===== src/design/ihw_pkg.sv =====
// Shared constants, types and helper functions of the Intel HEX record writer.
`timescale 1ns / 1ps

package ihw_pkg;

   // Record buffer depth and the derived widths
   localparam int MAX_RECORD_BYTES = 16;
   localparam int OUT_LIMIT        = 55;   // most characters one transaction may cause
   localparam int EOF_CHARS        = 12;   // ":00000001FF\n"
   localparam int REC_OVERHEAD     = 12;   // ':', count, address, type, checksum, '\n'
   localparam int HDR_BYTES        = 4;    // count, address high, address low, type

   localparam int BUF_AW = (MAX_RECORD_BYTES > 1) ? $clog2(MAX_RECORD_BYTES) : 1;
   localparam int CNT_W  = $clog2(MAX_RECORD_BYTES + 1);
   localparam int POS_W  = $clog2(REC_OVERHEAD + 2 * MAX_RECORD_BYTES);
   localparam int B_W    = POS_W - 1;
   localparam int OUT_W  = $clog2(OUT_LIMIT + 1);
   localparam int TOT_W  = $clog2(2 * EOF_CHARS + REC_OVERHEAD + 2 * MAX_RECORD_BYTES + 1);

   // Register file
   localparam int CSR_IDX_W  = 1;
   localparam int CSR_DATA_W = 16;
   localparam logic [CSR_IDX_W-1:0] CSR_BASE_ADDRESS  = 1'd0;
   localparam logic [CSR_IDX_W-1:0] CSR_RECORD_LENGTH = 1'd1;
   localparam logic [4:0] RECORD_LENGTH_RESET = 5'd16;

   // Characters and fixed record bytes
   localparam logic [6:0] CHAR_COLON       = 7'h3A;
   localparam logic [6:0] CHAR_NEWLINE     = 7'h0A;
   localparam logic [6:0] CHAR_ZERO        = 7'h30;
   localparam logic [6:0] CHAR_ALPHA_BASE  = 7'h37;  // 'A' minus ten
   localparam logic [7:0] REC_TYPE_DATA    = 8'h00;
   localparam logic [7:0] REC_TYPE_EOF     = 8'h01;
   localparam logic [7:0] EOF_CHECKSUM     = 8'hFF;
   localparam int         EOF_TYPE_IDX     = 3;
   localparam int         EOF_SUM_IDX      = 4;

   // Controller to datapath
   typedef struct packed {
      logic accept;    // take the request transaction this cycle
      logic emit;      // load the next character into the output register
      logic seg_rec;   // current segment is a data record, else an EOF record
   } ihw_cmd_type;

   // Datapath to controller
   typedef struct packed {
      logic new_pend;     // held EOF record goes out first
      logic new_rec;      // this transaction emits a data record
      logic new_any;      // this transaction emits at least one character
      logic rec_planned;  // latched: the transaction in progress has a data record
      logic seg_done;     // current character closes its record
      logic item_done;    // current character is the last of the transaction
      logic slot_free;    // output register can take a character
   } ihw_status_type;

   // Uppercase ASCII hex digit
   function automatic logic [6:0] hex_char(input logic [3:0] nib);
      logic [6:0] n7;
      n7 = {3'b000, nib};
      if (nib < 4'd10) begin
         return CHAR_ZERO + n7;
      end else begin
         return CHAR_ALPHA_BASE + n7;
      end
   endfunction

   // Bytes of the EOF record: 00 0000 01 FF
   function automatic logic [7:0] eof_byte(input logic [B_W-1:0] b);
      if (b == B_W'(EOF_TYPE_IDX)) begin
         return REC_TYPE_EOF;
      end else if (b == B_W'(EOF_SUM_IDX)) begin
         return EOF_CHECKSUM;
      end else begin
         return 8'h00;
      end
   endfunction

endpackage


===== src/design/ihw_datapath.sv =====
// Datapath: registers, record buffer, transaction planning and character generation.
`timescale 1ns / 1ps

module ihw_datapath (
   input  logic                              clock,
   input  logic                              reset,
   input  logic                              csr_valid,
   input  logic [ihw_pkg::CSR_IDX_W-1:0]     csr_index,
   input  logic [ihw_pkg::CSR_DATA_W-1:0]    csr_wdata,
   input  logic [7:0]                        req_data_byte,
   input  logic                              req_carries_byte,
   input  logic                              req_end_of_image,
   input  ihw_pkg::ihw_cmd_type              cmd,
   output ihw_pkg::ihw_status_type           status,
   input  logic                              rsp_stall,
   output logic                              rsp_valid,
   output logic [6:0]                        rsp_out_char,
   output logic                              rsp_last_char
);

   // Configuration
   logic [15:0] base_address_ff;
   logic [4:0]  record_length_ff;

   // Image state
   logic [ihw_pkg::CNT_W-1:0] fill_ff;
   logic [15:0]               record_address_ff;
   logic                      image_started_ff;
   logic                      eof_pending_ff;
   logic [7:0]                record_buffer [ihw_pkg::MAX_RECORD_BYTES];

   // Plan of the transaction in progress
   logic                      rec_ff;
   logic [ihw_pkg::CNT_W-1:0] cnt_ff;
   logic [15:0]               emit_addr_ff;
   logic [ihw_pkg::OUT_W-1:0] total_ff;

   // Sequencing
   logic [ihw_pkg::POS_W-1:0] pos_ff, pos_in;
   logic [ihw_pkg::OUT_W-1:0] count_ff;
   logic [7:0]                sum_ff;
   logic [7:0]                rd_ff;
   logic [ihw_pkg::BUF_AW-1:0] rd_addr;

   // Output register
   logic       rsp_valid_ff;
   logic [6:0] rsp_char_ff;
   logic       rsp_last_ff;

   // Planning signals
   logic [ihw_pkg::CNT_W-1:0] eff_len;
   logic                      has_room;
   logic [ihw_pkg::CNT_W-1:0] fill_after;
   logic                      new_rec;
   logic [ihw_pkg::TOT_W-1:0] rec_chars, pend_chars, pre_total, full_total;
   logic                      eof_fits;
   logic                      new_eof;
   logic [ihw_pkg::OUT_W-1:0] new_total;
   logic [15:0]               cur_addr;

   // Character generation signals
   logic [ihw_pkg::POS_W-1:0] pm1, pm1_next, seg_len_m1;
   logic [ihw_pkg::B_W-1:0]   b_idx, b_next, d_next, data_end_b;
   logic                      low_nib;
   logic                      seg_done;
   logic [7:0]                rec_byte, cur_byte;
   logic [3:0]                nib;
   logic [6:0]                char_now;

   // Effective record length, clamped to 1..MAX_RECORD_BYTES
   always_comb begin
      if (record_length_ff == 5'd0) begin
         eff_len = ihw_pkg::CNT_W'(1);
      end else if (int'(record_length_ff) > ihw_pkg::MAX_RECORD_BYTES) begin
         eff_len = ihw_pkg::CNT_W'(ihw_pkg::MAX_RECORD_BYTES);
      end else begin
         eff_len = ihw_pkg::CNT_W'(record_length_ff);
      end
   end

   // What the incoming transaction will emit
   always_comb begin
      has_room   = int'(fill_ff) < ihw_pkg::MAX_RECORD_BYTES;
      fill_after = (req_carries_byte && has_room) ? fill_ff + 1'b1 : fill_ff;
      new_rec    = (req_carries_byte && (fill_after >= eff_len)) ||
                   (req_end_of_image && (fill_after != '0));
      rec_chars  = new_rec ? ihw_pkg::TOT_W'(ihw_pkg::REC_OVERHEAD) +
                             (ihw_pkg::TOT_W'(fill_after) << 1) : '0;
      pend_chars = eof_pending_ff ? ihw_pkg::TOT_W'(ihw_pkg::EOF_CHARS) : '0;
      pre_total  = pend_chars + rec_chars;
      eof_fits   = pre_total <= ihw_pkg::TOT_W'(ihw_pkg::OUT_LIMIT - ihw_pkg::EOF_CHARS);
      new_eof    = req_end_of_image && eof_fits;
      full_total = pre_total + (new_eof ? ihw_pkg::TOT_W'(ihw_pkg::EOF_CHARS) : '0);
      if (full_total > ihw_pkg::TOT_W'(ihw_pkg::OUT_LIMIT)) begin
         new_total = ihw_pkg::OUT_W'(ihw_pkg::OUT_LIMIT);
      end else begin
         new_total = full_total[ihw_pkg::OUT_W-1:0];
      end
      cur_addr = (req_carries_byte && !image_started_ff) ? base_address_ff
                                                         : record_address_ff;
   end

   // Position decode of the current character
   always_comb begin
      pm1        = pos_ff - 1'b1;
      b_idx      = pm1[ihw_pkg::POS_W-1:1];
      low_nib    = !pos_ff[0];
      seg_len_m1 = cmd.seg_rec ?
                   ihw_pkg::POS_W'(ihw_pkg::REC_OVERHEAD - 1) + (ihw_pkg::POS_W'(cnt_ff) << 1) :
                   ihw_pkg::POS_W'(ihw_pkg::EOF_CHARS - 1);
      seg_done   = pos_ff == seg_len_m1;
      data_end_b = ihw_pkg::B_W'(ihw_pkg::HDR_BYTES) + ihw_pkg::B_W'(cnt_ff);
   end

   // Byte behind the current hex digit
   always_comb begin
      priority if (b_idx == ihw_pkg::B_W'(0)) begin
         rec_byte = 8'(cnt_ff);
      end else if (b_idx == ihw_pkg::B_W'(1)) begin
         rec_byte = emit_addr_ff[15:8];
      end else if (b_idx == ihw_pkg::B_W'(2)) begin
         rec_byte = emit_addr_ff[7:0];
      end else if (b_idx == ihw_pkg::B_W'(3)) begin
         rec_byte = ihw_pkg::REC_TYPE_DATA;
      end else if (b_idx < data_end_b) begin
         rec_byte = rd_ff;
      end else begin
         rec_byte = 8'h00 - sum_ff;   // two's-complement checksum
      end
      cur_byte = cmd.seg_rec ? rec_byte : ihw_pkg::eof_byte(b_idx);
      nib      = low_nib ? cur_byte[3:0] : cur_byte[7:4];
      priority if (pos_ff == '0) begin
         char_now = ihw_pkg::CHAR_COLON;
      end else if (seg_done) begin
         char_now = ihw_pkg::CHAR_NEWLINE;
      end else begin
         char_now = ihw_pkg::hex_char(nib);
      end
   end

   // Next position and the buffer entry it will need
   always_comb begin
      if (cmd.accept) begin
         pos_in = '0;
      end else if (cmd.emit) begin
         pos_in = seg_done ? '0 : pos_ff + 1'b1;
      end else begin
         pos_in = pos_ff;
      end
      pm1_next = pos_in - 1'b1;
      b_next   = pm1_next[ihw_pkg::POS_W-1:1];
      d_next   = b_next - ihw_pkg::B_W'(ihw_pkg::HDR_BYTES);
      if ((b_next >= ihw_pkg::B_W'(ihw_pkg::HDR_BYTES)) &&
          (int'(d_next) < ihw_pkg::MAX_RECORD_BYTES)) begin
         rd_addr = d_next[ihw_pkg::BUF_AW-1:0];
      end else begin
         rd_addr = '0;
      end
   end

   // Record buffer: written on accept, read one character ahead
   always_ff @(posedge clock) begin
      if (cmd.accept && req_carries_byte && has_room) begin
         record_buffer[fill_ff[ihw_pkg::BUF_AW-1:0]] <= req_data_byte;
      end
      rd_ff <= record_buffer[rd_addr];
   end

   // Configuration writes
   always_ff @(posedge clock) begin
      if (reset) begin
         base_address_ff  <= '0;
         record_length_ff <= ihw_pkg::RECORD_LENGTH_RESET;
      end else if (csr_valid) begin
         if (csr_index == ihw_pkg::CSR_BASE_ADDRESS) begin
            base_address_ff <= csr_wdata;
         end
         if (csr_index == ihw_pkg::CSR_RECORD_LENGTH) begin
            record_length_ff <= csr_wdata[4:0];
         end
      end
   end

   // Image state and plan, updated per accepted transaction
   always_ff @(posedge clock) begin
      if (reset) begin
         fill_ff           <= '0;
         record_address_ff <= '0;
         image_started_ff  <= 1'b0;
         eof_pending_ff    <= 1'b0;
         rec_ff            <= 1'b0;
         total_ff          <= '0;
      end else if (cmd.accept) begin
         fill_ff           <= new_rec ? '0 : fill_after;
         record_address_ff <= new_rec ? cur_addr + 16'(fill_after) : cur_addr;
         image_started_ff  <= req_end_of_image ? 1'b0
                                               : (image_started_ff | req_carries_byte);
         eof_pending_ff    <= req_end_of_image && !eof_fits;
         rec_ff            <= new_rec;
         total_ff          <= new_total;
      end
   end

   // Plan payload
   always_ff @(posedge clock) begin
      if (cmd.accept) begin
         cnt_ff       <= fill_after;
         emit_addr_ff <= cur_addr;
      end
   end

   // Position and character count
   always_ff @(posedge clock) begin
      if (reset) begin
         pos_ff   <= '0;
         count_ff <= '0;
      end else begin
         pos_ff <= pos_in;
         if (cmd.accept) begin
            count_ff <= '0;
         end else if (cmd.emit) begin
            count_ff <= count_ff + 1'b1;
         end
      end
   end

   // Checksum accumulates on the low digit of every header and data byte
   always_ff @(posedge clock) begin
      if (cmd.emit && cmd.seg_rec) begin
         if (pos_ff == '0) begin
            sum_ff <= 8'h00;
         end else if (low_nib && (b_idx < data_end_b)) begin
            sum_ff <= sum_ff + cur_byte;
         end
      end
   end

   // Output register
   always_ff @(posedge clock) begin
      if (reset) begin
         rsp_valid_ff <= 1'b0;
      end else if (cmd.emit) begin
         rsp_valid_ff <= 1'b1;
      end else if (!rsp_stall) begin
         rsp_valid_ff <= 1'b0;
      end
   end

   always_ff @(posedge clock) begin
      if (cmd.emit) begin
         rsp_char_ff <= char_now;
         rsp_last_ff <= status.item_done;
      end
   end

   // Status to the controller
   always_comb begin
      status.new_pend    = eof_pending_ff;
      status.new_rec     = new_rec;
      status.new_any     = new_total != '0;
      status.rec_planned = rec_ff;
      status.seg_done    = seg_done;
      status.item_done   = count_ff == (total_ff - 1'b1);
      status.slot_free   = !rsp_valid_ff || !rsp_stall;
   end

   assign rsp_valid     = rsp_valid_ff;
   assign rsp_out_char  = rsp_char_ff;
   assign rsp_last_char = rsp_last_ff;

endmodule


===== src/design/ihw_control.sv =====
// Controller: walks the held EOF, data record and EOF segments of one transaction.
`timescale 1ns / 1ps

module ihw_control (
   input  logic                    clock,
   input  logic                    reset,
   input  logic                    req_valid,
   output logic                    req_stall,
   input  ihw_pkg::ihw_status_type status,
   output ihw_pkg::ihw_cmd_type    cmd
);

   typedef enum logic [3:0] {
      ST_IDLE = 4'b0001,
      ST_PEND = 4'b0010,
      ST_REC  = 4'b0100,
      ST_EOF  = 4'b1000
   } ihw_state_type;

   ihw_state_type state_ff, state_in;

   // Commands
   always_comb begin
      cmd.accept  = (state_ff == ST_IDLE) && req_valid;
      cmd.emit    = (state_ff != ST_IDLE) && status.slot_free;
      cmd.seg_rec = state_ff == ST_REC;
   end

   assign req_stall = state_ff != ST_IDLE;

   // Next state
   always_comb begin
      state_in = state_ff;
      unique case (state_ff)
         ST_IDLE: begin
            if (cmd.accept && status.new_any) begin
               priority if (status.new_pend) begin
                  state_in = ST_PEND;
               end else if (status.new_rec) begin
                  state_in = ST_REC;
               end else begin
                  state_in = ST_EOF;
               end
            end
         end
         ST_PEND: begin
            if (cmd.emit) begin
               priority if (status.item_done) begin
                  state_in = ST_IDLE;
               end else if (status.seg_done) begin
                  state_in = status.rec_planned ? ST_REC : ST_EOF;
               end else begin
                  state_in = state_ff;
               end
            end
         end
         ST_REC: begin
            if (cmd.emit) begin
               priority if (status.item_done) begin
                  state_in = ST_IDLE;
               end else if (status.seg_done) begin
                  state_in = ST_EOF;
               end else begin
                  state_in = state_ff;
               end
            end
         end
         ST_EOF: begin
            if (cmd.emit && (status.item_done || status.seg_done)) begin
               state_in = ST_IDLE;
            end
         end
         default: state_in = ST_IDLE;
      endcase
   end

   always_ff @(posedge clock) begin
      if (reset) begin
         state_ff <= ST_IDLE;
      end else begin
         state_ff <= state_in;
      end
   end

endmodule


===== src/design/intel_hex_record_writer.sv =====
// Top level of the Intel HEX record writer: controller plus datapath.
//
// Image bytes are collected into a record buffer; a buffer filled to the record
// length, or the end of the image, sends out one Intel HEX data record as ASCII
// text, one character per rsp transaction, and the end of the image adds the EOF
// record. A request transaction that causes text holds req_stall high while its
// characters leave at one per cycle through the single output register, unless
// rsp_stall holds it, and the next request is taken in the cycle after the last
// character is loaded. rsp_last_char marks the final character caused by a
// request transaction. If the text of an end (a held EOF record, the flushed data
// record and its own EOF record) would exceed 55 characters, its EOF record is
// held and goes out first with the next request transaction; a held EOF record
// followed by a full 16-byte record is cut at 55 characters, which drops the
// record's closing newline. Registers are written through the csr channel, always
// ready, and should only be written while the block is idle.
`timescale 1ns / 1ps

module intel_hex_record_writer (
   input  logic                              clock,
   input  logic                              reset,
   input  logic                              csr_valid,
   output logic                              csr_ready,
   input  logic [ihw_pkg::CSR_IDX_W-1:0]     csr_index,
   input  logic [ihw_pkg::CSR_DATA_W-1:0]    csr_wdata,
   input  logic                              req_valid,
   output logic                              req_stall,
   input  logic [7:0]                        req_data_byte,
   input  logic                              req_carries_byte,
   input  logic                              req_end_of_image,
   output logic                              rsp_valid,
   input  logic                              rsp_stall,
   output logic [6:0]                        rsp_out_char,
   output logic                              rsp_last_char
);

   ihw_pkg::ihw_cmd_type    cmd;
   ihw_pkg::ihw_status_type status;

   assign csr_ready = 1'b1;

   ihw_control u_control (
      .clock     (clock),
      .reset     (reset),
      .req_valid (req_valid),
      .req_stall (req_stall),
      .status    (status),
      .cmd       (cmd)
   );

   ihw_datapath u_datapath (
      .clock            (clock),
      .reset            (reset),
      .csr_valid        (csr_valid),
      .csr_index        (csr_index),
      .csr_wdata        (csr_wdata),
      .req_data_byte    (req_data_byte),
      .req_carries_byte (req_carries_byte),
      .req_end_of_image (req_end_of_image),
      .cmd              (cmd),
      .status           (status),
      .rsp_stall        (rsp_stall),
      .rsp_valid        (rsp_valid),
      .rsp_out_char     (rsp_out_char),
      .rsp_last_char    (rsp_last_char)
   );

endmodule


===== config.mk =====
export PLATFORM = sky130hd
export DESIGN_NAME = intel_hex_record_writer
export DESIGN_NICKNAME = d
export VERILOG_FILES = /design/src/design/ihw_pkg.sv /design/src/design/ihw_datapath.sv /design/src/design/ihw_control.sv /design/src/design/intel_hex_record_writer.sv
export SDC_FILE = /design/constraint.sdc
export NUM_CORES = 1
export LEC_CHECK = 0
export ABC_AREA = 1
export BUFFER_PORTS_ARGS = -buffer_cell sky130_fd_sc_hd__buf_4
export CORE_UTILIZATION = 40
export CTS_CLUSTER_SIZE = 24
export DETAILED_ROUTE_END_ITERATION = 6
export MAX_ROUTING_LAYER = met4
export PLACE_DENSITY = 0.65
export SETUP_SLACK_MARGIN = 0.5
export SLEW_MARGIN = 10
export SYNTH_ARGS = -nofsm -noshare
export SYNTH_HDL_FRONTEND = slang
export SYNTH_SLANG_ARGS = --single-unit

===== constraint.sdc =====
create_clock -name clock -period 13.2 [get_ports clock]
set_clock_uncertainty 0.1 [all_clocks]
set_input_delay 2.64 -clock clock [delete_from_list [all_inputs] [get_ports clock]]
set_output_delay 2.64 -clock clock [all_outputs]
set_load 0.005 [all_outputs]

== Word-level counts from Yosys, hierarchy flattened ==
Memory sizes are Yosys's and may differ from the RTL's. A register that Yosys moved wholly into a read port is not among the register bits.
Cells that the tools add are included.

* Output and inout bits: 11
* Memories kept: 1
* Bits in latches: 0
* Register bits after elaboration: 105
* Word-level logic and storage cells: 144
* RAM bits: 128
* ROM bits: 0

* Bitwise operators: 2
* Muxes and demuxes: 44
* Multiply operators: 0
* Shift-type cells: 0
* Reduce and logical (&&, ||, !) cells: 35
* Divide/modulo/power cells: 0
* $lt $le $gt $ge: 9
* Add/sub/neg operators: 17
* Eq/ne operators: 18

{| class="wikitable"
|+ Memories
! memory !! depth !! width !! read ports !! clocked after memory_dff !! wr ports !! line !! RTL
|-
| u_datapath.record_buffer || 16 || 8 || 1 || 1 || 1 || ihw_datapath.sv:30 || <nowiki>logic [7:0] record_buffer [ihw_pkg::MAX_RECORD_BYTES];</nowiki>
|}

{| class="wikitable"
|+ Operators by type and width
! cell !! count
|-
| $mux 8 || 9
|-
| $mux 4 || 15
|-
| $mux 6 || 6
|-
| $mux 16 || 2
|-
| $mux 5 || 4
|-
| $sub 6x1->6 const B || 3
|-
| $add 16x5->16 || 1
|-
| $pmux 4 s4 || 1
|-
| $logic_and 1x1->1 || 15
|-
| $add 6x4->7 const A || 2
|-
| $add 7x7->7 || 2
|-
| $mux 7 || 2
|-
| $add 6x1->6 const B || 2
|-
| $eq 6x6->1 || 2
|-
| $eq 5x2->1 const B || 2
|-
| $logic_not 5->1 || 2
|-
| $lt 5x5->1 const B || 2
|-
| $add 8x8->8 || 1
|-
| $sub 1x8->8 const A || 1
|-
| $add 4x6->7 const A || 1
|-
| $gt 7x6->1 const B || 1
|-
| $le 7x6->1 const B || 1
|-
| $add 4x6->6 const A || 1
|-
| $logic_not 6->1 || 1
|-
| 30 further kinds || 46
|}

== Depth between registers and ports, before layout ==
* Depth in word-level cells: 18
* Gate-level depth with buffers: 36
* Mapped depth without buffers: 35

== Hierarchy ==
Synthesis repeated with hierarchy kept, for this count alone.

* Cells, all modules: 1464
* Area, all modules: 12709.7 um2

{| class="wikitable"
|+ Modules (own cells, without submodules)
! module !! cells each !! seq. area each (um2) !! instances !! area each (um2)
|-
| ihw_datapath || 1397 || 6396.1 || 1 || 12301.8
|-
| ihw_control || 65 || 80.1 || 1 || 396.6
|-
| intel_hex_record_writer || 2 || 0.0 || 1 || 11.3
|}

== Worst setup path after synthesis ==
No wires, ideal clock.

* Path kind: input to register
* From: in req_carries_byte
* To: reg u_control.state_ff[0]
* Arrival time: 6682 ps
* Buffers on the path: 2
* Setup time: 131 ps
* Path slack: 6287 ps
* Cell stages on the path: 34
* Path through: buf_2 -> nand3_1 -> nor2_1 -> nand2_1 -> nand2_1 -> inv_1 -> ha_1 -> nand4_1 -> o21bai_1 -> nand3_1 -> nand2_1 -> nand2_1 -> inv_1 -> clkbuf_1 -> nor2_1 -> ha_1 -> fa_1 -> nand2_1 -> nand3_1 -> nand2_1 -> nand3_1 -> xor2_1 -> inv_1 -> ha_1 -> inv_1 -> nand2_1 -> nand2_1 -> nand2_1 -> nand2_1 -> nand3_1 -> o21bai_1 -> nand2_2 -> nand3_1 -> nand3_1

* Cells in the longest elaborated chain, start to end: 17
* Elaborated cells between the ends (all ways): 20
* Classes of those cells: add/sub: 3; order compare: 3; eq/ne: 1; mux: 4; reduce/logical: 9

{| class="wikitable"
|+ Ends and longest elaborated chain
! item !! line !! RTL
|-
| from (decl) || intel_hex_record_writer.sv:28 || <nowiki>input logic req_carries_byte,</nowiki>
|-
| $logic_and 1x1->1 * || ihw_datapath.sv:84 || <nowiki>fill_after = (req_carries_byte && has_room) ? fill_ff + 1'b1 : fill_ff;</nowiki>
|-
| $mux 5 * || ihw_datapath.sv:84 ||
|-
| net u_datapath.fill_after, one bit || ihw_datapath.sv:53 || <nowiki>logic [ihw_pkg::CNT_W-1:0] fill_after;</nowiki>
|-
| $ge 5x5->1 / $reduce_bool 5->1 (equally long branches) || ihw_datapath.sv:85, ihw_datapath.sv:86 ||
|-
| $logic_and 1x1->1 (on tied branches) || ihw_datapath.sv:85, ihw_datapath.sv:86 ||
|-
| $logic_or 1x1->1 || ihw_datapath.sv:85 || <nowiki>new_rec = (req_carries_byte && (fill_after >= eff_len)) ||</nowiki>
|-
| $mux 7 * || ihw_datapath.sv:87 || <nowiki>rec_chars = new_rec ? ihw_pkg::TOT_W'(ihw_pkg::REC_OVERHEAD) +</nowiki>
|-
| $add 7x7->7 * || ihw_datapath.sv:90 || <nowiki>pre_total = pend_chars + rec_chars;</nowiki>
|-
| [... 2 more ...] || - ||
|-
| $mux 4 || ihw_datapath.sv:93 || <nowiki>full_total = pre_total + (new_eof ? ihw_pkg::TOT_W'(ihw_pkg::EOF_CHARS) : '0);</nowiki>
|-
| $add 7x7->7 * || ihw_datapath.sv:93 ||
|-
| $gt 7x6->1 || ihw_datapath.sv:94 || <nowiki>if (full_total > ihw_pkg::TOT_W'(ihw_pkg::OUT_LIMIT)) begin</nowiki>
|-
| $mux 6 * || ihw_datapath.sv:94 ||
|-
| $reduce_bool 6->1 * || ihw_datapath.sv:260 || <nowiki>status.new_any = new_total != '0;</nowiki>
|-
| $logic_and 1x1->1 * || ihw_control.sv:36 || <nowiki>if (cmd.accept && status.new_any) begin</nowiki>
|-
| $ne 2x2->1 (no line) * || - ||
|-
| $reduce_and 6->1 (no line) * || - ||
|-
| to (signal assigned) || ihw_control.sv:81 || <nowiki>state_ff <= state_in;</nowiki>
|-
| to (decl) || ihw_control.sv:20 || <nowiki>ihw_state_type state_ff, state_in;</nowiki>
|}

The timed path passes the listed nets; every way through them passes the cells marked *.
A chain may end at the register's enable or synchronous reset.

== Worst setup path after layout ==
Ends and elaborated chain as after synthesis.

==> flow_summary.toml <==
[critical_path]
cp-endpoint = "u_control.state_ff[0]$_SDFFE_PP1P_"
endpoint_kind = "register"
timing.rr.start = "u_datapath.fill_ff[1]$_SDFFE_PP0P_"
cp.depth = 34
critPathLaunchType = "input port"
rr_endpoint = "u_control.state_ff[0]$_SDFFE_PP1P_"
critical-path-top-cell-by-count = "nand2_1"
critPathMaxStageDelay_ps = 340
worstPathArrival_ps = 7610
crit_family = "simple AND/OR/NAND/NOR gates"
path_max_fanout = 14
required_ps = 13470
critPathSlowestCell = "nand2_1"
r2r_setup_slack_ps = 7410
critical_path_class = "in2reg"
worst_r2r_path_depth = 32
startpoint = "req_carries_byte"
cp.buffers_inverters = 5

[sta]
period_needed_ps = 7330
slew_headroom_pct = 21.0
finalHoldViolations = 0
rsz0062_at_grt = "no"
setup_viol = 0
fmax_ghz = 0.136
tightest_slew_ps = 1180
tns_ps = 0
post-route-period-util_pct = 55.6
maxSlewViolCount = 0

[logic_synthesis]
synth_top_area_share_pct = 39.7
synth-async-reset-ratio_pct = 0
yosys_warnings = 0
synth_area_leaders = "edfxtp_1, dfxtp_1, nand2_1, nand3_1, inv_1"
postSynthAreaPerCell_um2 = 8.84
synth_fp_nets = 1490
synthesis.area_um2 = 12500
yosys.area.top_type = "edfxtp_1"
yosysMostFrequentCell = "nand2_1"
synth-seq-cells = 241
seq_area_frac_synth_pct = 51.8
synth_commonest_cells = "nand2_1, inv_1, edfxtp_1"
ys_types = 50
synth-edff-count = 165
synth_ff_type = "edfxtp_1"
synth_cells = 1413

[floorplan]
coreArea_um2 = 30700
ios = 43
fp.dieH_um = 179
initial_core_util_pct = 40.7
die_x_um = 179
die_area_um2 = 31900
num_rows = 64

[routing]
vias = 9546
wl_per_cell_um = 15.2
drc = 0
ant_nets = 0
first_iter_violations = 660
first_pass_iters = 5
routed_wirelength_mm = 28.2
viasPerCell = 5.15

[grt]
grt_pass1_vias = 8799
grt_pass1_wl_mm = 45.0
antenna_found_initial = 0
grt-ovfl-total = 0
grt_max_degree = 82
grt_use_total_pct = 18.4

[cts]
cts_buffers = 26
cts_sinks = 241
cts_setup_buffers = 0
tritoncts = "done"
clk_latency_ps = 530
htree_levels = 1
cts-resized-gates = 0
cts_buffer_depth = 3
clk_pin_slew_ps = 60
hold_buffers = 0
cts-root-buf = "clkbuf_16"

[place]
place_hpwl_mm = 19.4
place_congestion = 0.903
port_buffers = 41
post-place-cells = 1807
dpl_cell_area_um2 = 13100

[layout]
drive_gt1_share_pct = 10.1
finish.instance_area_um2 = 14000
nets = 1516
diodes = 0
utilization_pct = 45.6
syn_to_final_growth_pct = 12.0
final_cells = 1854

[job]
drv_cap = 0

[outcome]
status = "completed"

[worst_hold_path]
hold_class = "reg2reg"
## metrics by stage
stage / hold slack (ps) / setup slack [ps]
floorplan: 318 / 6290
global placement: 327 / 5680
detailed placement: 340 / 5460
CTS: 355 / 5970
global route: 387 / 5290
finish: 352 / 5870
## worst min path at each step
stage / start / to / slack (ps) / cells past startpoint
3_3_place_gp: u_datapath.record_address_ff[7]$_SDFFE_PP0P_ / u_datapath.record_address_ff[7]$_SDFFE_PP0P_ / 330 / 2
5_1_grt: u_datapath.record_address_ff[14]$_SDFFE_PP0P_ / u_datapath.record_address_ff[14]$_SDFFE_PP0P_ / 390 / 2
3_5_place_dp: u_datapath.record_address_ff[8]$_SDFFE_PP0P_ / u_datapath.record_address_ff[8]$_SDFFE_PP0P_ / 340 / 2
2_1_floorplan: u_datapath.record_address_ff[7]$_SDFFE_PP0P_ / u_datapath.record_address_ff[7]$_SDFFE_PP0P_ / 320 / 2
6_report: u_datapath.record_address_ff[7]$_SDFFE_PP0P_ / u_datapath.record_address_ff[7]$_SDFFE_PP0P_ / 350 / 2
4_1_cts: u_datapath.record_address_ff[7]$_SDFFE_PP0P_ / u_datapath.record_address_ff[7]$_SDFFE_PP0P_ / 360 / 2
## sequential cells by signal (all words and copies together), names as in the netlist
register / count
u_control.state_ff: 4
u_datapath.base_address_ff: 16
u_datapath.cnt_ff: 5
u_datapath.count_ff: 6
u_datapath.emit_addr_ff: 16
u_datapath.eof_pending_ff: 1
u_datapath.fill_ff: 5
u_datapath.image_started_ff: 1
u_datapath.pos_ff: 6
u_datapath.rd_ff: 8
u_datapath.rec_ff: 1
u_datapath.record_address_ff: 16
u_datapath.record_buffer: 128
u_datapath.record_length_ff: 5
u_datapath.rsp_last_char: 1
u_datapath.rsp_out_char: 7
u_datapath.rsp_valid: 1
u_datapath.sum_ff: 8
u_datapath.total_ff: 6
## kinds of logic (layout without fill, tap and decap cells)
kind of cell,count (synthesis),in the layout,synth area share [%]
and+or+nand+nor,654,654,24.3
DFF,241,241,51.8
buffers and inverters,240,285,7.64
AOI/OAI and AO/OA,199,199,9.13
adders and majority gates,45,45,4.69
xor gates and xnor gates,32,32,2.30
other,1,1,0.0300
muxes,1,1,0.0801
## layout by cell type (no fill, tap or decap), drive strengths merged, types with 13 or more instances in the layout
cell type  synthesis  final
a21oi             44     44
buf               26     47
dfxtp             76     76
or2               21     21
nand4             13     13
inv              191    193
nor3              22     22
nand3            138    138
nor2             161    161
edfxtp           165    165
nand3b            54     54
nand2            239    239
o21ai            107    107
ha                42     42
xor2              23     23
clkbuf            23     27
## worst register-to-register path, delay by kind of cell, from the launching register on
kind,cells,cell delay [ps]
buffers and inverters,6,810
XOR/XNOR,1,150
flip-flops,1,410
AO/OA/AOI/OAI,3,820
adder cells (fa/ha/maj),5,1460
AND/OR/NAND/NOR,17,1870
## area by class of cell
| class | instances | area (um^2) |
|---|---|---|
| well taps | 396 | 495 |
| repair buffers | 47 | 353 |
| fillers | 2884 | 16700 |
| multi-input cells | 932 | 5060 |
| clock buffers | 27 | 654 |
| inverters | 191 | 717 |
| clock inverters | 20 | 235 |
| flip-flops and latches | 241 | 6480 |
## routing by layer
layer,vias up,GRT usage [%],routed length [um]
li1,4818,-,-
met1,4433,24.0,12800
met2,255,30.4,13400
met3,40,2.14,1470
met4,0,4.66,569
met5,-,-,0
Power is not shown: default switching activity piles up to over one toggle a cycle in this logic, so the estimate is an artifact.
